**config.mk**
```make
export PLATFORM = sky130hd
export DESIGN_NAME = stl_ram
export DESIGN_NICKNAME = d
export VERILOG_FILES = /design/src/hdl/stl_ram.sv
export SDC_FILE = /design/constraint.sdc
export NUM_CORES = 1
export LEC_CHECK = 0
export ABC_AREA = 1
export ABC_CLOCK_PERIOD_IN_PS = 8000
export BUFFER_PORTS_ARGS = -buffer_cell sky130_fd_sc_hd__buf_2
export CAP_MARGIN = 10
export CORE_ASPECT_RATIO = 1.5
export CORE_MARGIN = 1
export CORE_UTILIZATION = 52
export DETAILED_ROUTE_END_ITERATION = 8
export PLACE_DENSITY = 0.69
export SLEW_MARGIN = 20
export SYNTH_ARGS = -nofsm -noshare
export SYNTH_HDL_FRONTEND = slang
export SYNTH_SLANG_ARGS = --single-unit
```
**constraint.sdc**
```tcl
create_clock -name i_clk -period 8 [get_ports i_clk]
set_clock_uncertainty 0.15 [all_clocks]
set_input_delay 1.6 -clock i_clk [delete_from_list [all_inputs] [get_ports i_clk]]
set_output_delay 1.6 -clock i_clk [all_outputs]
set_load 0.02 [all_outputs]
```
**src/hdl/stl_ram.sv**
```systemverilog
// generic simple dual port ram with registered read
module stl_ram #(
    parameter int WIDTH = 32,
    parameter int DEPTH = 16
) (
    input  logic                     i_clk,
    input  logic                     i_wr_en,
    input  logic [$clog2(DEPTH)-1:0] i_wr_addr,
    input  logic [WIDTH-1:0]         i_wr_data,
    input  logic [$clog2(DEPTH)-1:0] i_rd_addr,
    output logic [WIDTH-1:0]         o_rd_data
);

    logic [WIDTH-1:0] r_mem [DEPTH];
    logic [WIDTH-1:0] r_rd_data;

    // write port
    always_ff @(posedge i_clk) begin
        if (i_wr_en) begin
            r_mem[i_wr_addr] <= i_wr_data;
        end
    end

    // registered read port
    always_ff @(posedge i_clk) begin
        r_rd_data <= r_mem[i_rd_addr];
    end

    assign o_rd_data = r_rd_data;

endmodule

```
* Yosys cells after proc, flatten, opt, wreduce, memory -nomap -nowiden *
Memories as Yosys holds them, arrays and structs flattened. A register that Yosys moved wholly into a read port is not among the register bits.
Index checks and enable logic that the tools add are counted.

operators by class
  $add $sub $neg = 0
  multiply operators = 0
  div/mod/pow operators = 0
  order comparisons = 0
  equality and inequality tests = 0
  shift operators = 0
  mux-type cells = 2
  bitwise gates (word level) = 0
  reductions and logical operators = 0

operators with widths
  operator  count
  $mux W1   2

word-level totals
  flip-flop bits (word level) = 0
  bits in latches = 0
  memory bits (writable) = 512
  bits in read-only memories = 0
  input bits = 42
  output and inout port bits = 32
  memories kept = 1

memories
  memory  depth  bits a word  rd ports  clocked after memory_dff  wr ports  line  text
  r_mem   16     32           1         1                         1         14    logic [WIDTH-1:0] r_mem [DEPTH];

* Logic depth before layout (Yosys ltp) *
Gate-level depths: netlist (run 1).

  word-level depth = 2
  depth in mapped cells = 10
  depth with buffers taken out = 7

* Least setup slack after synthesis (run 1) *
No wires, ideal clock.

  kind = input -> register
  start point = in i_wr_addr[2]
  end point = mem r_mem[10][0] (enable)
  library setup time = 0.421 ns
  arrival = 3.172 ns
  path slack = 4.257 ns
  cell stages on the path = 2
  cell sequence = nand3b_1 -> nor2_1

RTL lines
  item                line  text
  start: declaration  8     input logic [$clog2(DEPTH)-1:0] i_wr_addr,
  end: declaration    14

Straight into the memory's write port.

==> summary.md, run 1 <==
| Metric | Value |
|---|---|
| Routed wire per std cell | 18.6 um |
| Crit path time final | 4070 ps |
| CORE AREA | 43100 um2 |
| Port bufs | 73 |
| Leakage Power | 10.6 nW |
| R2R cell count | 6 |
| Postcts setup bufs | 0 |
| Clock sink total | 544 |
| Max_cap viols | 0 |
| Initial antenna violation count | 1 |
| PwrDens | 232 nW/um2 |
| Required @ worst endpoint | 8300 ps |
| Number of global-route vias before repair | 14396 |
| Syn Area/Cell | 10.7 um2 |
| Final hold viol count | 0 |
| Seq/Total Area, Yosys | 70.5% |
| Hold WC Path Type | reg2reg |
| Hold depth | 6 |
| Die span in y | 258 um |
| Slew @ Worst Pin | 1150 ps |
| Final wirelength | 51400 um |
| Die Area | 44600 um2 |
| Synth Register Bits | 544 |
| Clock buffer depth | 3 |
| Post-Synthesis Net Count | 2162 |
| Peak VDD IR | 0.000160 V |
| Total global-route track usage | 23.4% |
| DP HPWL | 24200 um |
| Count of pins over their slew limit | 0 |
| Routed Antenna Nets | 0 |
| Clock-pin slew on the worst setup and hold paths | 60 ps |
| Area Growth Syn to Fin | 9.68% |
| # rows | 93 |
| Slew HR | 23.3% |
| GRT Residual Overflow | 0 |
| Via-per-instance ratio | 5.27 |
| Distinct cells, synth | 15 |
| RSZ-0062 raised after global routing | false |
| Worst skew pair latency | 570 ps |
| Final setup viols | 0 |
| CP endpoint kind | register |
| Crit path top cell by count | nand3_1 |
| CTS H-tree lvls | 2 |
| CP Cell Sequence | clkbuf_8 > inv_6 > buf_12 > nand2_1 > nand3_1 > nand3_1 > nand3_1 > nand2_1 |
| CTS root buffer | clkbuf_16 |
| DRC viols | 0 |
| Setup TNS | 0 ps |
| Status | finished, final reports clean |
| Largest net degree at the start of global routing | 177 |
| Post_cts resized | 0 |
| Total vias in the final route | 14599 |
| DP Area | 23400 um2 |
| Crit Path Class | in2reg |
| Starting DRT DRC Count | 1511 |
| Fmax | 246 MHz |
| CTS tree | yes |
| Initial core utilization | 52.8% |
| Setup crit start kind | input port |
| Design Area, Final | 24900 um2 |
| GPL Wtd Cong | 0.751 |
| Post-Synthesis Cells | 2120 |
| Number of detailed-routing iterations run before antenna repair | 5 |
| Final nets | 2204 |
| Final Cycle Share | 50.9% |
| # hold bufs at CTS | 0 |
| # IOs | 74 |
| Worst Path Arrival | 4370 ps |
| Share of cells above drive strength 1 | 8.19% |
| Slowest stage delay, CP | 730 ps |
| TritonCTS buffer count | 48 |
| Syn. warnings | 0 |
| Crit path max fanout | 176 |
| Global-route wire length before repair | 79500 um |
| Mapped Area | 22700 um2 |
| Worst hold slack | 493 ps |
| Die W | 173 um |
| Worst path slowest cell | inv_6 |
## power breakdown
part           switching (W)  internal (W)
registers          0.0000198       0.00318
logic               0.000269     0.0000975
clock network       0.000976       0.00125
## Yosys cell counts (all sizes together)
cell | instances | area [um2]
edfxtp | 512 | 15400
inv | 390 | 1470
nand3b | 2 | 15.0
nand2 | 677 | 2540
clkbuf | 14 | 52.6
buf | 91 | 649
nor2 | 17 | 63.8
dfxtp | 32 | 641
nand3 | 385 | 1930
## flip-flops by register name, indices dropped and copies added, names as in the netlist
register   cells
r_mem        512
o_rd_data     32
## cells by family (layout without fill, tap and decap cells)
group | after synthesis | after routing | synth area share, %
buffers and inverters | 495 | 574 | 9.54
flip-flops | 544 | 544 | 70.5
other | 0 | 1 | 0
AND/OR/NAND/NOR | 1081 | 1081 | 20.0
## per-stage QoR
| step | utilization, % | total power, W | instances | worst slack, ps |
|---|---|---|---|---|
| 3_5_place_dp | 54.4 | 0.00363 | 2682 | 3550 |
| 3_3_place_gp | 54.4 | 0.00362 | 2682 | 3600 |
| 6_report | 57.9 | 0.00579 | 2770 | 3930 |
| 2_1_floorplan | - | 0.00350 | 2120 | 4260 |
| 5_1_grt | 57.9 | 0.00596 | 2770 | 3820 |
| 4_1_cts | 57.9 | 0.00582 | 2769 | 4100 |
## worst max-delay path, delay by kind of cell
family        cells  cell delay [ps]
simple gates      5              580
buf+inv           3             1690
## layer usage
metal / GRT usage [%] / part of all wire [%] / vias to the layer above / wire [um]
met4: 9.98 / 3.3 / 0 / 1690
met2: 40.0 / 50 / 580 / 25600
li1: - / - / 6908 / -
met3: 3.19 / 7.7 / 123 / 3940
met1: 30.1 / 39 / 6988 / 20100
met5: 0 / 0 / - / 0
## worst paths after layout
kind / start / end / slack [ps]
setup / recovery: i_rd_addr[0] / o_rd_data[8]$_DFF_P_ / 3930
hold / removal: r_mem[10][3]$_DFFE_PP_ / o_rd_data[3]$_DFF_P_ / 490
setup reg to reg: r_mem[13][11]$_DFFE_PP_ / o_rd_data[11]$_DFF_P_ / 6680
hold reg to reg: r_mem[10][3]$_DFFE_PP_ / o_rd_data[3]$_DFF_P_ / 490
## placed cells by master (no fill, tap or decap), drive strengths merged, types with 3 or more instances in the layout
| master | synthesis | routed |
|---|---|---|
| clkinv | 0 | 14 |
| nand3 | 385 | 385 |
| bufinv | 0 | 3 |
| nor2 | 17 | 17 |
| clkbuf | 14 | 69 |
| buf | 91 | 96 |
| nand2 | 677 | 677 |
| inv | 390 | 392 |
| edfxtp | 512 | 512 |
| dfxtp | 32 | 32 |
## final cells by class
type                       instances  area, um2
fill                            3446      18100
sequential                       544      16000
timing repair buffer              97        569
inverter                         390       1470
clock inverter                    19        174
antenna                            1       2.50
tap                              570        713
clock buffer                      68       1320
multi-input combinational       1081       4670
Power figures use the tool's default switching activity.
==> inputs of run 2 (changes only) <==
--- a/config.mk
+++ b/config.mk
@@ -6,14 +6,14 @@
 export NUM_CORES = 1
 export LEC_CHECK = 0
 export ABC_AREA = 1
-export ABC_CLOCK_PERIOD_IN_PS = 8000
+export ABC_CLOCK_PERIOD_IN_PS = 3330
 export BUFFER_PORTS_ARGS = -buffer_cell sky130_fd_sc_hd__buf_2
 export CAP_MARGIN = 10
 export CORE_ASPECT_RATIO = 1.5
 export CORE_MARGIN = 1
 export CORE_UTILIZATION = 52
 export DETAILED_ROUTE_END_ITERATION = 8
-export PLACE_DENSITY = 0.69
+export PLACE_DENSITY = 0.71
 export SLEW_MARGIN = 20
 export SYNTH_ARGS = -nofsm -noshare
 export SYNTH_HDL_FRONTEND = slang
==> constraint.sdc (replaced) <==
create_clock -name i_clk -period 3.33 [get_ports i_clk]
set_clock_uncertainty 0.15 [all_clocks]
set_input_delay 0.666 -clock i_clk [delete_from_list [all_inputs] [get_ports i_clk]]
set_output_delay 0.666 -clock i_clk [all_outputs]
set_load 0.02 [all_outputs]
==> summary.md, run 2 (synthesized netlist as in run 1, its figures left out) <==
| Metric | Value |
|---|---|
| Status | finished, final reports clean |
| Crit Path Class | in2reg |
| Net Switching | 0.00314 W (+150%) |
| Slew HR | 44.5% (+21 points) |
| Final wirelength | 52300 um (+1.7%) |
| Crit path top cell by count | nand3_1 |
| Commonest non-fill, non-tap cell in the layout | nand2_1 |
| PwrDens | 568 nW/um2 (+140%) |
| Most frequent cells in the layout | nand2_1 (677), edfxtp_1 (512), inv_1 (386), nand3_1 (385), buf_2 (71) |
| Number of detailed-routing iterations run before antenna repair | 5 (unchanged) |
| Peak VDD IR | 0.000433 V (+170%) |
| Final setup viols | 0 (unchanged) |
| Filler cell count | 3442 (-0.12%) |
| Internal | 0.0113 W (+150%) |
| Largest net degree at the start of global routing | 149 (-16%) |
| GRT Residual Overflow | 0 (unchanged) |
| Setup crit start kind | input port |
| Max reg flops | 512 (unchanged) |
| DP HPWL | 29200 um (+21%) |
| Largest Register | r_mem |
| Seq pwr share | 53.5% (-1.8 points) |
| TritonCTS buffer count | 48 (unchanged) |
| Clock buffer depth | 3 (unchanged) |
| Clk pwr share | 40.1% (+1.8 points) |
| Die Area | 44600 um2 (unchanged) |
| Number of global-route vias before repair | 15012 (+4.3%) |
| Sw Ratio | 21.8% (-0.075 points) |
| Max_cap viols | 0 (unchanged) |
| Slowest stage delay, CP | 430 ps (-300 ps) |
| CP endpoint kind | register |
| Routed wire per std cell | 18.8 um (+1.0%) |
| GPL Wtd Cong | 0.806 (+7.4%) |
| # IOs | 74 (unchanged) |
| # rows | 93 (unchanged) |
| Hold WC Path Type | in2reg |
| Total vias in the final route | 14573 (-0.18%) |
| Final nets | 2222 (+0.82%) |
| Global-route wire length before repair | 81700 um (+2.7%) |
| CTS root buffer | clkbuf_16 |
| Worst skew pair latency | 570 ps (about the same) |
| CP Cell Sequence | buf_6 > buf_12 > nand2_1 > nand3_1 > nand3_1 > nand3_1 > nand2_1 |
| Die span in y | 258 um (unchanged) |
| Initial antenna violation count | 3 (+2) |
| Crit path max fanout | 148 (-16%) |
| CORE AREA | 43100 um2 (unchanged) |
| Diodes inserted | 0 (-1) |
| Post_cts resized | 0 (unchanged) |
| Worst path slowest cell | buf_12 |
| Initial core utilization | 52.8% (unchanged) |
| CTS tree | yes |
| Crit path time final | 2040 ps |
| Fmax | 489 MHz |
| Combinational power share | 6.4% (about the same) |
| Port bufs | 73 (unchanged) |
| RSZ-0062 raised after global routing | false |
| Leakage Power | 10.8 nW (+2.0%) |
| Flop-to-flop setup slack | 2070 ps (-4610 ps) |
| Final Cycle Share | 61.4% |
| # hold bufs at CTS | 0 (unchanged) |
| Die W | 173 um (unchanged) |
| Slew @ Worst Pin | 832 ps (-318 ps) |
| Final hold viol count | 0 (unchanged) |
| Routed Antenna Nets | 0 (unchanged) |
| Required @ worst endpoint | 3640 ps (-4660 ps) |
| Postcts setup bufs | 0 (unchanged) |
| Clock-pin slew on the worst setup and hold paths | 70 ps (about the same) |
| Final Util | 58.9% (+1.0 points) |
| CTS H-tree lvls | 2 (unchanged) |
| Worst Path Arrival | 2350 ps (-2020 ps) |
| Count of pins over their slew limit | 0 (unchanged) |
| Via-per-instance ratio | 5.23 (-0.79%) |
| Share of cells above drive strength 1 | 9.38% (+1.2 points) |
| Starting DRT DRC Count | 1255 (-17%) |
| Worst path bufs/invs | 2 (-1) |
| Total global-route track usage | 23.9% (+0.49 points) |
| Clock sink total | 544 (unchanged) |
| Delay-heaviest family, CP | buffers and inverters |
| Area Growth Syn to Fin | 11.6% |
| DRC viols | 0 (unchanged) |
| Setup TNS | 0 ps (unchanged) |
[run 2: changes by cell type in the layout (fill, tap and decap cells not counted), moves of 5 or more]
| cell | change |
|---|---|
| clkbuf_1 | -12 |
| buf_12 | +13 |
| bufinv_16 | +5 |
| buf_4 | +5 |
[run 2: layer usage]
layer | wire length (um) | track usage (%)
met5 | 18 | 0
met4 | 2490 | 11.7
met3 | 2910 | 3.34
met1 | 20100 | 28.3
met2 | 26800 | 42.7
[run 2: area by class of cell]
| cell class | instances | area [um2] | area share [%] |
|---|---|---|---|
| Clock buffer | 56 | 1270 | 5.02 |
| Clock inverter | 31 | 365 | 1.44 |
| Inverter | 390 | 1470 | 5.80 |
| Multi-Input combinational cell | 1081 | 4670 | 18.4 |
| Sequential cell | 544 | 16000 | 63.1 |
| Tap cell | 570 | 713 | 2.81 |
| Timing Repair Buffer | 115 | 865 | 3.41 |
[run 2: per-stage QoR]
stage	hold slack (ps)	setup WS, ps	cell area [um2]	power (W)	cells
floorplan	457	521	22700	0.00842	2120
global placement	492	791	23700	0.00875	2700
detailed placement	492	718	23700	0.00878	2700
CTS	320	1300	25400	0.0145	2787
global route	329	1230	25400	0.0148	2787
finish	339	1290	25400	0.0144	2787
[run 2: path summary, 6_finish.rpt]
kind                          start                     end  cells after the start
max reg2reg  r_mem[9][25]$_DFFE_PP_   o_rd_data[25]$_DFF_P_                      6
min                   i_wr_data[19]  r_mem[5][19]$_DFFE_PP_                      1
max                    i_rd_addr[0]   o_rd_data[11]$_DFF_P_                      7
min reg2reg  r_mem[10][1]$_DFFE_PP_    o_rd_data[1]$_DFF_P_                      6
[run 2: power groups by stage]
| stage | registers [W] | logic, W | clock network, W |
|---|---|---|---|
| after global routing | 0.00771 | 0.00102 | 0.00607 |
| after CTS | 0.00770 | 0.000932 | 0.00584 |
| final | 0.00770 | 0.000925 | 0.00577 |
| after floorplan | 0.00789 | 0.000522 | 0 |
| after global placement | 0.00785 | 0.000905 | 0 |
| after detailed placement | 0.00785 | 0.000924 | 0 |
==> inputs of run 3 (changes only) <==
--- a/config.mk
+++ b/config.mk
@@ -6,14 +6,14 @@
 export NUM_CORES = 1
 export LEC_CHECK = 0
 export ABC_AREA = 1
-export ABC_CLOCK_PERIOD_IN_PS = 3330
+export ABC_CLOCK_PERIOD_IN_PS = 2000
 export BUFFER_PORTS_ARGS = -buffer_cell sky130_fd_sc_hd__buf_2
 export CAP_MARGIN = 10
 export CORE_ASPECT_RATIO = 1.5
 export CORE_MARGIN = 1
 export CORE_UTILIZATION = 52
 export DETAILED_ROUTE_END_ITERATION = 8
-export PLACE_DENSITY = 0.71
+export PLACE_DENSITY = 0.69
 export SLEW_MARGIN = 20
 export SYNTH_ARGS = -nofsm -noshare
 export SYNTH_HDL_FRONTEND = slang
==> constraint.sdc (replaced) <==
create_clock -name i_clk -period 2 [get_ports i_clk]
set_clock_uncertainty 0.15 [all_clocks]
set_input_delay 0.4 -clock i_clk [delete_from_list [all_inputs] [get_ports i_clk]]
set_output_delay 0.4 -clock i_clk [all_outputs]
set_load 0.02 [all_outputs]
==> summary.md, run 3 (synthesized netlist as in run 1, its figures left out) <==
| Metric | Value |
|---|---|
| Via-per-instance ratio | 5.23 (about the same) |
| GRT Residual Overflow | 0 (unchanged) |
| Final wirelength | 51600 um (-1.3%) |
| CORE AREA | 43100 um2 (unchanged) |
| Flop-to-flop setup slack | 830 ps (-1240 ps) |
| Initial core utilization | 52.8% (unchanged) |
| CP Cell Sequence | buf_2 |
| # rows | 93 (unchanged) |
| TritonCTS buffer count | 49 (+2.1%) |
| Worst path slowest cell | dfxtp_1 |
| Global-route wire length before repair | 79600 um (-2.5%) |
| Slowest stage delay, CP | 440 ps (about the same) |
| PwrDens | 928 nW/um2 (+63%) |
| Crit path time final | 1770 ps |
| Critical R2R Launch | r_mem[3][12]$_DFFE_PP_ |
| Worst skew pair latency | 580 ps (about the same) |
| Sw Ratio | 22.3% (+0.58 points) |
| CTS tree | yes |
| Leakage Power | 11.0 nW (+1.6%) |
| Commonest non-fill, non-tap cell in the layout | nand2_1 |
| Internal | 0.0186 W (+65%) |
| Total vias in the final route | 14680 (+0.73%) |
| DP HPWL | 28100 um (-3.9%) |
| CP endpoint kind | output port |
| DR top layer | met4 |
| DRC viols | 0 (unchanged) |
| Largest Register | r_mem |
| Clock buffer depth | 3 (unchanged) |
| Die span in y | 258 um (unchanged) |
| Number of global-route vias before repair | 14459 (-3.7%) |
| Design Area, Final | 25800 um2 (+1.6%) |
| Delay-heaviest family, CP | flip-flops |
| Final hold viol count | 0 (unchanged) |
| Setup crit start kind | register |
| Status | finished, final reports clean |
| Final Cycle Share | 88.4% |
| Total global-route track usage | 23.2% (-0.67 points) |
| CTS root buffer | clkbuf_16 |
| GPL Wtd Cong | 0.796 (-1.3%) |
| Worst R2R End | o_rd_data[12]$_DFF_P_ |
| Crit Path Class | reg2out |
| RSZ-0062 raised after global routing | false |
| Port bufs | 73 (unchanged) |
| Combinational power share | 6.7% (+0.3 points) |
| Hold WC Path Type | in2reg |
| Final nets | 2235 (+0.59%) |
| Filler cell count | 3417 (-0.73%) |
| Max reg flops | 512 (unchanged) |
| Starting DRT DRC Count | 1332 (+6.1%) |
| Worst Setup EP | o_rd_data[16] |
| Clk pwr share | 39.8% (-0.3 points) |
| Clock-pin slew on the worst setup and hold paths | 70 ps (about the same) |
| Crit path max fanout | 1 (-99%) |
| Slew @ Worst Pin | 465 ps (-367 ps) |
| CP Depth | 1 (-6) |
| Total chip power | 0.0239 W (+66%) |
| Die Area | 44600 um2 (unchanged) |
| Postcts setup bufs | 0 (unchanged) |
| Metal-1 WL | 20200 um (+0.79%) |
| Max_cap viols | 0 (unchanged) |
| Crit path from | o_rd_data[16]$_DFF_P_ |
| # hold bufs at CTS | 0 (unchanged) |
| Met2 routed WL | 26000 um (-2.8%) |
| R2R cell count | 6 (unchanged) |
| Worst path bufs/invs | 1 (-1) |
| Initial antenna violation count | 2 (-1) |
| Routed Antenna Nets | 0 (unchanged) |
| Worst Path Arrival | 1220 ps (-1130 ps) |
| Peak VDD IR | 0.000646 V (+49%) |
| Min setup slack post-route | 232 ps (-1050 ps) |
| Final setup viols | 0 (unchanged) |
| Area Growth Syn to Fin | 13.4% |
| Slew HR | 68.9% (+24 points) |
| Most frequent cells in the layout | nand2_1 (677), edfxtp_1 (512), inv_1 (386), nand3_1 (385), buf_2 (71) |
| DP Area | 24100 um2 (+1.7%) |
| Clock sink total | 544 (unchanged) |
| Routed wl met3 | 3480 um (+20%) |
| Routed wire per std cell | 18.4 um (-1.9%) |
| Count of pins over their slew limit | 0 (unchanged) |
| Required @ worst endpoint | 1450 ps (-2190 ps) |
| Largest net degree at the start of global routing | 91 (-39%) |
| Final Util | 59.9% (+0.96 points) |
| CTS H-tree lvls | 2 (unchanged) |
| Place WS | 167 ps (-551 ps) |
| Number of detailed-routing iterations run before antenna repair | 7 (+2) |
| Post_cts resized | 0 (unchanged) |
| Seq pwr share | 53.6% (about the same) |
| Share of cells above drive strength 1 | 10.4% (+1.0 points) |
| Fmax | 566 MHz |
| # IOs | 74 (unchanged) |
| Die W | 173 um (unchanged) |
| Net Switching | 0.00535 W (+71%) |
## run 3: routing by layer
layer / vias up / global-route usage, %
met4: 0 / 9.73
li1: 6973 / -
met2: 604 / 40.3
met5: - / 0
met1: 6984 / 29.2
met3: 119 / 3.36
## run 3: area by class of cell
type | instances | area, um2 | share of cell area [%]
clock inverters | 26 | 238 | 0.922
diodes | 1 | 2.50 | 0.00970
well taps | 570 | 713 | 2.77
clock buffers | 66 | 1410 | 5.47
multi-input cells | 1081 | 4670 | 18.1
flip-flops and latches | 544 | 16000 | 62.1
repair buffers | 127 | 1270 | 4.92
inverters | 390 | 1470 | 5.71
## run 3: worst min path at each step
| stage | start | to | slack (ps) | cells after the start |
|---|---|---|---|---|
| 2_1_floorplan | i_wr_data[0] | r_mem[0][0]$_DFFE_PP_ | 350 | 0 |
| 3_3_place_gp | r_mem[10][2]$_DFFE_PP_ | o_rd_data[2]$_DFF_P_ | 480 | 6 |
| 3_5_place_dp | r_mem[6][6]$_DFFE_PP_ | o_rd_data[6]$_DFF_P_ | 490 | 6 |
| 4_1_cts | i_wr_data[15] | r_mem[6][15]$_DFFE_PP_ | 30 | 1 |
| 5_1_grt | i_wr_data[18] | r_mem[0][18]$_DFFE_PP_ | 40 | 1 |
| 6_report | i_wr_data[15] | r_mem[15][15]$_DFFE_PP_ | 50 | 1 |
## run 3: power by group through the flow
stage / Clock (W) / Sequential [W] / Combinational (W)
global route: 0.0100 / 0.0128 / 0.00176
finish: 0.00951 / 0.0128 / 0.00160
CTS: 0.00962 / 0.0128 / 0.00161
detailed placement: 0 / 0.0131 / 0.00160
global placement: 0 / 0.0130 / 0.00156
floorplan: 0 / 0.0131 / 0.000877
## run 3: per-stage QoR
step | instances | hold slack [ps] | TNS (ps)
2_1_floorplan | 2120 | 349 | -31680
4_1_cts | 2804 | 29.5 | 0
3_3_place_gp | 2712 | 481 | 0
5_1_grt | 2805 | 44.7 | 0
6_report | 2805 | 49.3 | 0
3_5_place_dp | 2712 | 492 | 0
