File: config.mk
export PLATFORM = sky130hd
export DESIGN_NAME = stl_search
export DESIGN_NICKNAME = d
export VERILOG_FILES = /design/src/hdl/stl_pkg.sv /design/src/hdl/stl_search.sv
export SDC_FILE = /design/constraint.sdc
export NUM_CORES = 1
export LEC_CHECK = 0
export ABC_AREA = 1
export BUFFER_PORTS_ARGS = -buffer_cell sky130_fd_sc_hd__clkbuf_2
export CAP_MARGIN = 20
export CORE_MARGIN = 2
export CORE_UTILIZATION = 60
export DETAILED_ROUTE_END_ITERATION = 10
export PLACE_DENSITY_LB_ADDON = 0.3
export SLEW_MARGIN = 20
export SYNTH_ARGS = -nofsm -noshare
export SYNTH_HDL_FRONTEND = slang
export SYNTH_SLANG_ARGS = --single-unit
export TNS_END_PERCENT = 50
File: constraint.sdc
create_clock -name i_clk -period 3.7 [get_ports i_clk]
set_input_delay 0.74 -clock i_clk [delete_from_list [all_inputs] [get_ports i_clk]]
set_output_delay 0.74 -clock i_clk [all_outputs]
set_load 0.01 [all_outputs]
File: src/hdl/stl_pkg.sv
// shared types and constants for the sorted table lower bound search
package stl_pkg;

    // table geometry
    localparam int TABLE_DEPTH = 16384;
    localparam int ADDR_W      = $clog2(TABLE_DEPTH);
    localparam int CNT_W       = $clog2(TABLE_DEPTH + 1);
    localparam int VALUE_W     = 32;

    // item kind codes
    typedef enum logic {
        KIND_LOAD  = 1'b0,
        KIND_QUERY = 1'b1
    } t_kind;

    // input transaction
    typedef struct packed {
        t_kind                       kind;
        logic                        start_new;
        logic signed [VALUE_W-1:0]   value;
    } t_in;

    // result transaction
    typedef struct packed {
        logic [CNT_W-1:0] position;
        logic             not_found;
    } t_out;

    // search request from the top level
    typedef struct packed {
        logic                      start;
        logic signed [VALUE_W-1:0] key;
        logic [CNT_W-1:0]          count;
    } t_search_req;

    // search response to the top level
    typedef struct packed {
        logic done;
        t_out result;
    } t_search_rsp;

    // search sequencer states
    typedef enum logic [5:0] {
        ST_IDLE    = 6'b000001,
        ST_EXP_RD  = 6'b000010,
        ST_EXP_CMP = 6'b000100,
        ST_NAR_RD  = 6'b001000,
        ST_NAR_CMP = 6'b010000,
        ST_DONE    = 6'b100000
    } t_state;

endpackage

File: src/hdl/stl_search.sv
// probe sequencer: exponential bracket then binary narrowing over the table ram
module stl_search (
    input  logic                          i_clk,
    input  logic                          i_rst_n,
    input  stl_pkg::t_search_req          i_req,
    input  logic                          i_rsp_take,
    output stl_pkg::t_search_rsp          o_rsp,
    output logic                          o_busy,
    output logic [stl_pkg::ADDR_W-1:0]    o_rd_addr,
    input  logic signed [stl_pkg::VALUE_W-1:0] i_rd_data
);

    stl_pkg::t_state r_state, n_state;

    logic signed [stl_pkg::VALUE_W-1:0] r_key, n_key;
    logic [stl_pkg::CNT_W-1:0]  r_n, n_n;
    logic [stl_pkg::CNT_W-1:0]  r_lo1, n_lo1;
    logic [stl_pkg::ADDR_W-1:0] r_hi, n_hi;
    logic [stl_pkg::CNT_W-1:0]  r_span, n_span;
    logic [stl_pkg::CNT_W-1:0]  r_half, n_half;
    logic                       r_past, n_past;
    logic [stl_pkg::CNT_W-1:0]  r_pos, n_pos;
    logic                       r_nf, n_nf;

    logic [stl_pkg::CNT_W:0]    w_probe;
    logic [stl_pkg::CNT_W-1:0]  w_ceil;
    logic [stl_pkg::ADDR_W-1:0] w_rd_addr;
    logic                       w_key_gt;

    // shared compare unit: key above the element just read
    assign w_key_gt = r_key > i_rd_data;

    // next exponential probe position, 2 * (lo + 1)
    assign w_probe = {r_lo1, 1'b0};

    // larger half of the narrowing span, rounded up
    assign w_ceil = r_span - (r_span >> 1);

    // sequencer
    always_comb begin
        n_state   = r_state;
        n_key     = r_key;
        n_n       = r_n;
        n_lo1     = r_lo1;
        n_hi      = r_hi;
        n_span    = r_span;
        n_half    = r_half;
        n_past    = r_past;
        n_pos     = r_pos;
        n_nf      = r_nf;
        w_rd_addr = r_hi;
        unique case (r_state)
            stl_pkg::ST_IDLE: begin
                if (i_req.start) begin
                    n_key = i_req.key;
                    n_n   = i_req.count;
                    n_lo1 = '0;
                    if (i_req.count == '0) begin
                        n_pos   = '0;
                        n_nf    = 1'b1;
                        n_state = stl_pkg::ST_DONE;
                    end else begin
                        n_state = stl_pkg::ST_EXP_RD;
                    end
                end
            end
            stl_pkg::ST_EXP_RD: begin
                // a probe at or past the end reads the last element
                if (w_probe >= {1'b0, r_n}) begin
                    n_past = 1'b1;
                    n_hi   = stl_pkg::ADDR_W'(r_n - 1'b1);
                end else begin
                    n_past = 1'b0;
                    n_hi   = w_probe[stl_pkg::ADDR_W-1:0];
                end
                w_rd_addr = n_hi;
                n_state   = stl_pkg::ST_EXP_CMP;
            end
            stl_pkg::ST_EXP_CMP: begin
                if (!w_key_gt) begin
                    // bracket found, span runs from lo to hi
                    n_span  = stl_pkg::CNT_W'(r_hi) + 1'b1 - r_lo1;
                    n_state = stl_pkg::ST_NAR_RD;
                end else if (r_past) begin
                    n_pos   = r_n;
                    n_nf    = 1'b1;
                    n_state = stl_pkg::ST_DONE;
                end else begin
                    n_lo1   = stl_pkg::CNT_W'(r_hi) + 1'b1;
                    n_state = stl_pkg::ST_EXP_RD;
                end
            end
            stl_pkg::ST_NAR_RD: begin
                if (r_span <= stl_pkg::CNT_W'(1)) begin
                    n_pos   = stl_pkg::CNT_W'(r_hi);
                    n_nf    = 1'b0;
                    n_state = stl_pkg::ST_DONE;
                end else begin
                    n_half    = r_span >> 1;
                    w_rd_addr = r_hi - w_ceil[stl_pkg::ADDR_W-1:0];
                    n_state   = stl_pkg::ST_NAR_CMP;
                end
            end
            stl_pkg::ST_NAR_CMP: begin
                // span shrinks to its larger half either way
                n_span = r_span - r_half;
                if (!w_key_gt) begin
                    n_hi = r_hi - r_half[stl_pkg::ADDR_W-1:0];
                end
                n_state = stl_pkg::ST_NAR_RD;
            end
            stl_pkg::ST_DONE: begin
                if (i_rsp_take) begin
                    n_state = stl_pkg::ST_IDLE;
                end
            end
            default: begin
                n_state = stl_pkg::ST_IDLE;
            end
        endcase
    end

    // control state
    always_ff @(posedge i_clk) begin
        if (!i_rst_n) begin
            r_state <= stl_pkg::ST_IDLE;
        end else begin
            r_state <= n_state;
        end
    end

    // datapath registers
    always_ff @(posedge i_clk) begin
        r_key  <= n_key;
        r_n    <= n_n;
        r_lo1  <= n_lo1;
        r_hi   <= n_hi;
        r_span <= n_span;
        r_half <= n_half;
        r_past <= n_past;
        r_pos  <= n_pos;
        r_nf   <= n_nf;
    end

    assign o_rd_addr              = w_rd_addr;
    assign o_busy                 = (r_state != stl_pkg::ST_IDLE);
    assign o_rsp.done             = (r_state == stl_pkg::ST_DONE);
    assign o_rsp.result.position  = r_pos;
    assign o_rsp.result.not_found = r_nf;

`ifndef SYNTH
    // a compare in the narrowing phase always has a span to split
    a_nar_span: assert property (@(posedge i_clk) disable iff (!i_rst_n)
        (r_state == stl_pkg::ST_NAR_CMP) |-> (r_span > stl_pkg::CNT_W'(1)))
        else $error("narrowing compare with span below two");

    // every probe lands on a stored element
    a_probe_in_range: assert property (@(posedge i_clk) disable iff (!i_rst_n)
        ((r_state == stl_pkg::ST_EXP_CMP) || (r_state == stl_pkg::ST_NAR_RD)
            || (r_state == stl_pkg::ST_NAR_CMP))
        |-> (stl_pkg::CNT_W'(r_hi) < r_n))
        else $error("probe position outside the stored elements");

    // a found position is below the element count
    a_found_below_count: assert property (@(posedge i_clk) disable iff (!i_rst_n)
        ((r_state == stl_pkg::ST_DONE) && !r_nf) |-> (r_pos < r_n))
        else $error("found position not below the element count");
`endif

endmodule

Word-level counts from Yosys, hierarchy flattened

Index checks and enable logic that the tools add are counted.

Add/sub/neg operators: 7
$lt $le $gt $ge: 3
Eq/ne operators: 16
Multiplexer cells: 31
Bitwise logic cells: 1
Reduce and logical (&&, ||, !) cells: 12

Operator list:

| kind                                                                              | number |
|---|---|
| 15-bit two-way mux                                                                | 9 |
| 15-bit case mux with 2 select lines                                               | 2 |
| 14-bit case mux with 2 select lines                                               | 2 |
| 15-bit case mux with 3 select lines                                               | 1 |
| 14-bit two-way mux                                                                | 3 |
| 14-bit subtractor                                                                 | 3 |
| 6-bit two-way mux                                                                 | 6 |
| 6-bit case mux with 6 select lines                                                | 1 |
| 32-bit > comparator                                                               | 1 |
| 2-bit != test, second input constant                                              | 9 |
| 16-bit by 15-bit >= comparator with 1-bit output                                  | 1 |
| 14-bit by 1-bit adder with 15-bit output, second input constant                   | 1 |
| 15-bit by 1-bit less-or-equal comparator with 1-bit output, second input constant | 1 |
| 15-bit logical NOT                                                                | 1 |
| 15-bit by 14-bit subtractor with 15-bit output                                    | 1 |
| 15-bit subtractor                                                                 | 1 |
| 14-bit by 1-bit subtractor with 14-bit output, second input constant              | 1 |
| 2-bit AND reduction                                                               | 5 |
| 6-bit by 1-bit equality test with 1-bit output, second input constant             | 1 |
| 6-bit by 2-bit equality test with 1-bit output, second input constant             | 1 |
| 6-bit by 3-bit equality test with 1-bit output, second input constant             | 1 |
| 6-bit by 4-bit equality test with 1-bit output, second input constant             | 1 |
| 6-bit by 5-bit equality test with 1-bit output, second input constant             | 1 |
| 6-bit equality test, second input constant                                        | 1 |
| other kinds (8)                                                                   | 15 |

Register bits: 128
Output and inout port bits: 32
Logic and storage cells: 80

Depth between registers and ports, before layout

Gate-level depths: netlist of the first run.

Depth in word-level cells: 4
Mapped depth: 20
Gate-level depth less buffers: 20

Least setup slack after synthesis of the first run

OpenSTA, ideal clock, no wires.

Path kind: flip-flop to output port
Start: register r_hi[1] (netlist bit)
End: output o_rd_addr[11] (netlist bit)
Data arrival time: 2.526 ns
Required time: 2.960 ns
Setup slack: 0.434 ns
Stages on the path, launching flop included: 17
Path buffers: 0
Cell sequence: edfxtp_1 -> inv_1 -> fa_1 -> inv_1 -> ha_1 -> a21oi_1 -> o21ai_0 -> a21boi_1 -> inv_1 -> a21oi_1 -> inv_1 -> nand2_1 -> nand3_1 -> nand3_1 -> nand2_1 -> inv_1 -> nand2_1

Word-level cells in the longest chain between the ends: 3

RTL lines:

| what                                | line              | RTL |
|---|---|---|
| start: declaration                  | stl_search.sv:18  | `logic [stl_pkg::ADDR_W-1:0] r_hi, n_hi;` |
| start signal: assignment            | stl_search.sv:137 | `r_hi <= n_hi;` |
| 14-bit subtractor                   | stl_search.sv:100 | `w_rd_addr = r_hi - w_ceil[stl_pkg::ADDR_W-1:0];` |
| 14-bit two-way mux                  | stl_search.sv:94  | `if (r_span <= stl_pkg::CNT_W'(1)) begin` |
| 14-bit case mux with 2 select lines | stl_search.sv:52  | `unique case (r_state)` |
| end: declaration                    | stl_search.sv:9   | `output logic [stl_pkg::ADDR_W-1:0] o_rd_addr,` |

No other way between the ends.

Final worst setup path of the first run

Start: register r_span[2] (netlist bit)
End: output o_rd_addr[10] (netlist bit)

Word-level cells in the longest chain between the ends: 4

RTL lines:

| what                                    | line              | RTL |
|---|---|---|
| start: declaration                      | stl_search.sv:19  | `logic [stl_pkg::CNT_W-1:0] r_span, n_span;` |
| start signal: assignment                | stl_search.sv:138 | `r_span <= n_span;` |
| 14-bit subtractor                       | stl_search.sv:37  | `assign w_ceil = r_span - (r_span >> 1);` |
| 14-bit subtractor                       | stl_search.sv:100 |  |
| 14-bit two-way mux (*)                  | stl_search.sv:94  |  |
| 14-bit case mux with 2 select lines (*) | stl_search.sv:52  |  |

Every way passes the cells marked *; elsewhere a longest branch is shown, timed or not.

==> summary.txt, run 1 <==
Logic synthesis
  • Yosys warnings: 0
  • Number of flops mapped to enable cells by yosys: 122
  • Mapped Cells: 1166
  • Most used DFF post-synth: edfxtp_1
  • Post-synthesis sequential area ratio: 38.44%
  • Syn avg cell area: 8.442 µm²
  • Yosys reg bits: 128
  • Post-synthesis cell type count: 53
  • Post-synthesis async set-or-reset flop share: 0%
  • Syn nets: 1368
  • Mapped cell area: 9843 µm²

Setup path
  • Crit path DAT: 3.15 ns
  • Setup CP Type: reg2out
  • Worst EP required: 2.96 ns
  • R2R setup slack: 0.24 ns
  • CP max FO: 3
  • Worst Path Buf+Inv: 3
  • Worst-path cell chain: inv_2, fa_1, buf_4, fa_2, nor2_4, nor2_4, o21ai_4, nand3_2, nand2_1, nor2_1, o21ai_0, o211ai_1, nand3_1, clkbuf_2
  • Crit Reg-Reg Endpoint: r_span[14]
  • Critical path's top delay family: adder cells
  • Crit-path max cell delay: 0.53 ns
  • R2R depth: 20
  • Slowest stage cell, crit path: fa_1
  • CP Launch Type: register
  • Top cell by count, worst path: nor2_4
  • R2r startpoint: r_hi[1]
  • Crit end category: primary output

STA
  • Fmax: 0.2570 GHz
  • Clock skew: 0.007883 ns
  • Worst slew pin tran: 0.8802 ns
  • Min Tclk post-route: 3.891 ns
  • Final period utilization: 105.2%
  • # setup viols final: 9
  • Final Max Tran Viols: 0
  • Fin worst setup slack: -0.1915 ns
  • Final hold vios: 0
  • Max_slew headroom: 41.18%
  • RSZ-0062 raised after global routing: yes
  • Setup TNS: -1.038 ns

Min path
  • Hold Path Depth: 1
  • Hold Path Class: in2reg
  • Hold wc startpoint: i_req[39]
  • Hold Path Sink: r_key[24]

Route
  • Antenna Nets Post-Route: 0
  • Avg Vias per Cell: 5.713
  • Vias: 8975
  • Routed wire length: 27680 µm
  • WL/cell: 17.62 µm
  • Starting DRT DRC Count: 953
  • Pre-antenna DRT Iters: 7
  • Drt drc: 0

Job
  • Max Cap Violations: 0

Place
  • GP Congestion: 0.9944
  • DP Wirelength: 20670 µm
  • Number of buffers added on ports: 114

Finish
  • Area delta synth->final: 21.74%
  • Fin util: 75.16%
  • Final Net Count: 1544
  • Share of layout cells above drive strength 1: 23.25%
  • Ant. Diodes: 0

Clock tree
  • Clk sinks: 128
  • Hold buffers post-CTS: 0
  • H-tree levels: 4
  • Clock tree buffer depth: 2
  • Clock latency of the later-clocked register in the worst-skew pair: 0.43 ns
  • Clock root buffer master: clkbuf_16
  • TritonCTS clock tree: done
  • Num CTS Buffers: 17
  • Clock transition at path regs: 0.06 ns

Global routing
  • Pin count of the biggest net entering global routing: 34
  • Vias in the first global route: 8541
  • Initial antenna violation count: 0
  • GR Util All Layers: 31.44%
  • Total gr overflow: 0
  • First-pass GRT wire length: 42610 µm

Die
  • Rows: 46
  • Initial Util: 61.74%
  • DIE AREA: 17450 µm²
  • Die width: 132.1 µm
  • Die Ht: 132.1 µm
  • Top Ports: 115
  • Core ar.: 15940 µm²

Pwr
  • PD cells: 606.9 nW/µm²
  • VDD IR max: 0.0004893 V
  • LEAKAGE: 5.723 nW

Status
  • Failing checks: setup timing
  • Status: finished, violations left
-- per-stage QoR --
step | area [µm²] | setup slack, ns | std cells | hold WS, ns | power [mW]
after global routing | 11980 | -0.2872 | 1571 | 0.4632 | 7.690
after CTS | 11660 | -0.1592 | 1556 | 0.4733 | 7.023
after floorplan | 9843 | 0.4345 | 1166 | 0.5141 | 4.302
final | 11980 | -0.1915 | 1571 | 0.4821 | 7.272
after detailed placement | 10830 | 0.1361 | 1510 | 0.5493 | 5.198
after global placement | 10830 | 0.1982 | 1510 | 0.5359 | 5.095
-- where the power goes --
part           internal [mW]  total, mW  switching, mW
sequential              2.13       2.30          0.173
combinational           1.11       3.21           2.10
clock                   1.07       1.76          0.692
-- metal layers --
metal	up-vias	part of all wire, %	wire length, µm	global-route usage (%)
met5	-	0	0	0
met4	0	4.5	1251	14.37
met3	102	8.7	2418	6.344
met2	471	47	12970	51.85
met1	4119	40	11040	40.05
li1	4283	-	-	-
-- cell type report --
cell class | instances | area (µm²)
flip-flops and latches | 128 | 3784
clock buffers | 17 | 425.4
well taps | 216 | 270.3
clock inverters | 15 | 182.7
inverters | 228 | 855.8
repair buffers | 173 | 1023
multi-input cells | 794 | 5441
fillers | 1143 | 3960
-- synthesized netlist by cell type, types with 4 or more instances --
cell / count / share of area (%)
nand2_2: 7 / 0.44
o21ai_1: 7 / 0.36
a21oi_2: 7 / 0.62
edfxtp_1: 122 / 37
fa_1: 16 / 3.3
dfxtp_1: 6 / 1.2
a211oi_1: 4 / 0.31
a22oi_1: 5 / 0.38
o211ai_1: 7 / 0.53
o22ai_1: 16 / 1.0
nand3_2: 5 / 0.51
nor2_1: 84 / 3.2
inv_1: 223 / 8.5
a21o_1: 7 / 0.53
xor2_1: 23 / 2.0
or2_2: 8 / 0.51
o31ai_1: 5 / 0.38
nand4_1: 14 / 0.89
buf_2: 4 / 0.20
a21oi_1: 82 / 4.2
clkbuf_1: 7 / 0.27
xnor2_1: 14 / 1.2
nor4_1: 4 / 0.25
nand3_1: 54 / 2.7
buf_4: 4 / 0.31
inv_2: 5 / 0.19
nor2_2: 5 / 0.32
ha_1: 103 / 13
o21ai_0: 62 / 3.2
nor3_1: 17 / 0.86
nand2_1: 204 / 7.8
-- sequential cells by signal, indices dropped and copies added, names as in the netlist --
| signal | flops |
|---|---|
| r_half | 14 |
| r_hi | 14 |
| r_key | 32 |
| r_lo1 | 15 |
| r_n | 15 |
| r_nf | 1 |
| r_past | 1 |
| r_pos | 15 |
| r_span | 15 |
| r_state | 6 |
-- worst max-delay path by stage --
stage | start | endpoint | slack (ns) | depth (start not counted)
6_report | r_span[2] | o_rd_addr[10] | -0.19 | 14
5_1_grt | r_span[2] | o_rd_addr[10] | -0.29 | 14
4_1_cts | r_span[2] | o_rd_addr[9] | -0.16 | 15
3_3_place_gp | r_span[2] | o_rd_addr[10] | 0.20 | 13
3_5_place_dp | r_span[2] | o_rd_addr[9] | 0.14 | 15
2_1_floorplan | r_hi[1] | o_rd_addr[11] | 0.43 | 16
-- cells by family after synthesis --
family,after synthesis,share of synthesized area (%)
compound gates,221,13.11
xor+xnor,37,3.292
fa+ha+maj,119,16.35
buf+inv,245,9.699
flops,128,38.44
mux,2,0.2034
simple gates,414,18.91
-- timing repair --
item,4_1_cts,5_1_grt
gates cloned,0,1
endpoints found under the hold margin,0,0
pin swaps,22,22
endpoints found under the setup margin,13,16
gates resized for setup,39,55
setup buffers,14,14
-- placed cells by master, fill, tap and decap left out, types with 9 or more instances in the layout --
cell type,instances
inv_1,210
nand2_1,200
edfxtp_1,122
clkbuf_2,109
ha_1,92
nor2_1,80
a21oi_1,72
buf_4,58
o21ai_0,52
nand3_1,49
xor2_1,23
inv_2,18
clkbuf_16,17
o22ai_1,16
nor3_1,16
a21oi_2,15
fa_1,15
nand4_1,14
xnor2_1,13
o21ai_1,10
nand3_2,9
nand2_2,9
Power figures use the tool's default switching activity.
==> run 2: changes to the inputs <==
Settings changed: SETUP_SLACK_MARGIN set to 0.3.
==> summary.txt, run 2 (synthesis results as in run 1) <==
Pwr
  • PD cells: 615.2 nW/µm² (+1.4%)
  • VDD IR max: 0.0004315 V (-12%)
  • Tot Pwr: 7.437 mW (+2.3%)
  • LEAKAGE: 5.730 nW (+0.13%)

Setup path
  • Crit path DAT: 3.08 ns (-0.07 ns)
  • Worst EP required: 2.96 ns (about the same)
  • CP max FO: 3 (unchanged)
  • Crit end category: primary output
  • CP Launch Type: register
  • Setup CP Type: reg2out
  • R2R setup slack: 0.23 ns (about the same)

Route
  • Antenna Nets Post-Route: 0 (unchanged)
  • Routed wire length: 27760 µm (+0.29%)
  • Avg Vias per Cell: 5.665 (-0.84%)
  • Drt drc: 0 (unchanged)
  • WL/cell: 17.76 µm (+0.80%)
  • Pre-antenna DRT Iters: 6 (-1)
  • Starting DRT DRC Count: 946 (-0.73%)
  • Vias: 8854 (-1.3%)

Finish
  • Ant. Diodes: 0 (unchanged)
  • Most flops, register: r_key
  • Layout Cells excl Fill: 1563 (-0.51%)
  • Share of layout cells above drive strength 1: 24.35% (+1.1 points)
  • Max reg flops: 32 (unchanged)
  • Commonest non-fill, non-tap cell in the layout: inv_1
  • Most frequent cells in the layout: 207 x inv_1, 195 x nand2_1, 122 x edfxtp_1, 107 x clkbuf_2, 93 x ha_1
  • Area delta synth->final: 22.82%
  • Final Net Count: 1536 (-0.52%)

Job
  • Max Cap Violations: 0 (unchanged)

Clock tree
  • TritonCTS clock tree: done
  • Clock latency of the later-clocked register in the worst-skew pair: 0.44 ns (about the same)
  • Num CTS Buffers: 17 (unchanged)
  • Clock tree buffer depth: 2 (unchanged)
  • Clock root buffer master: clkbuf_16
  • Clk sinks: 128 (unchanged)
  • Clock transition at path regs: 0.06 ns (about the same)
  • H-tree levels: 4 (unchanged)
  • Hold buffers post-CTS: 0 (unchanged)

Global routing
  • Initial antenna violation count: 0 (unchanged)
  • Vias in the first global route: 8679 (+1.6%)
  • Pin count of the biggest net entering global routing: 34 (unchanged)
  • Total gr overflow: 0 (unchanged)
  • First-pass GRT wire length: 43560 µm (+2.2%)
  • GR Util All Layers: 32.12% (+0.67 points)

Die
  • Die Ht: 132.1 µm (unchanged)
  • Die width: 132.1 µm (unchanged)
  • Initial Util: 61.74% (unchanged)
  • DIE AREA: 17450 µm² (unchanged)
  • Top Ports: 115 (unchanged)
  • Rows: 46 (unchanged)
  • Core ar.: 15940 µm² (unchanged)

STA
  • Min Tclk post-route: 3.822 ns (-0.06901 ns)
  • Final period utilization: 103.3% (-1.9 points)
  • Fmax: 0.2616 GHz (+1.8%)
  • Clock skew: 0.009369 ns (+0.001486 ns)
  • Setup TNS: -0.5577 ns (+0.4807 ns)
  • Max_slew headroom: 41.06% (-0.12 points)
  • Fin worst setup slack: -0.1225 ns (+0.06901 ns)
  • RSZ-0062 raised after global routing: yes
  • Final Max Tran Viols: 0 (unchanged)
  • Worst slew pin tran: 0.8819 ns (+0.001769 ns)
  • Final hold vios: 0 (unchanged)
  • Hold Worst Slack: 0.4746 ns (-0.007512 ns)
  • # setup viols final: 7 (-2)

Status
  • Failing checks: setup timing
  • Status: finished, violations left

Place
  • Placed cell count: 1510 (unchanged)
  • Placement Setup Slack: 0.1361 ns (unchanged)
  • DP Wirelength: 20670 µm (unchanged)
  • Number of buffers added on ports: 114 (unchanged)
  • GP Congestion: 0.9944 (unchanged)

Min path
  • Hold Path Class: in2reg
run 2: changes by cell type in the layout (fill, tap and decap cells not counted), sizes merged:
cell,before,now
buf,64,59
clkbuf,126,124
nand2,212,211
run 2: final cells by class:
cell class,count,area [µm²]
multi-input cells,793,5574
fillers,1107,3854
flip-flops and latches,128,3784
repair buffers,166,994.7
inverters,228,858.3
clock buffers,17,425.4
well taps,216,270.3
clock inverters,15,182.7
run 2: through the flow:
stage               utilization [%]  cell area, µm²
global placement              67.94           10830
finish                        75.83           12090
global route                  75.83           12090
CTS                           74.44           11870
floorplan                         -            9843
detailed placement            67.94           10830
run 2: what timing repair did:
action / 4_1_cts / 5_1_grt
buffers inserted: 17 / 4
hold endpoints to repair: 0 / 0
pin swaps: 38 / 24
setup endpoints to repair: 16 / 18
gates resized for setup: 75 / 58
run 2: per-layer routing:
metal | GRT usage [%] | part of all wire [%] | vias to the layer above
met5 | 0 | 0 | -
met4 | 16.06 | 4.4 | 0
met3 | 5.421 | 7.9 | 84
met2 | 53.13 | 47 | 417
met1 | 40.89 | 41 | 4082
li1 | - | - | 4271
run 2: power by group:
group          leakage, nW  internal (mW)  total [mW]  switching, mW
sequential            1.19           2.13        2.32          0.189
combinational         4.25           1.19        3.35           2.16
clock                0.289           1.07        1.77          0.702
run 2: worst paths after layout:
check / start / end / depth (start not counted)
min: i_req[39] / r_key[24] / 1
max reg2reg: r_hi[1] / r_span[14] / 18
max: r_span[2] / o_rd_addr[10] / 15
min reg2reg: r_span[7] / r_half[6] / 0
run 2: critical path, stage by stage, from the launching register on:
cell and delay [ns]:
edfxtp_1 0.44, inv_2 0.10, fa_1 0.44, buf_4 0.16, fa_2 0.37, nor2_4 0.14
nor2_4 0.06, o21ai_4 0.18, nand3_2 0.12, nand2_2 0.09, nand2_1 0.05, inv_1 0.05
o21ai_1 0.05, o211ai_1 0.09, nand3_1 0.13, buf_2 0.17
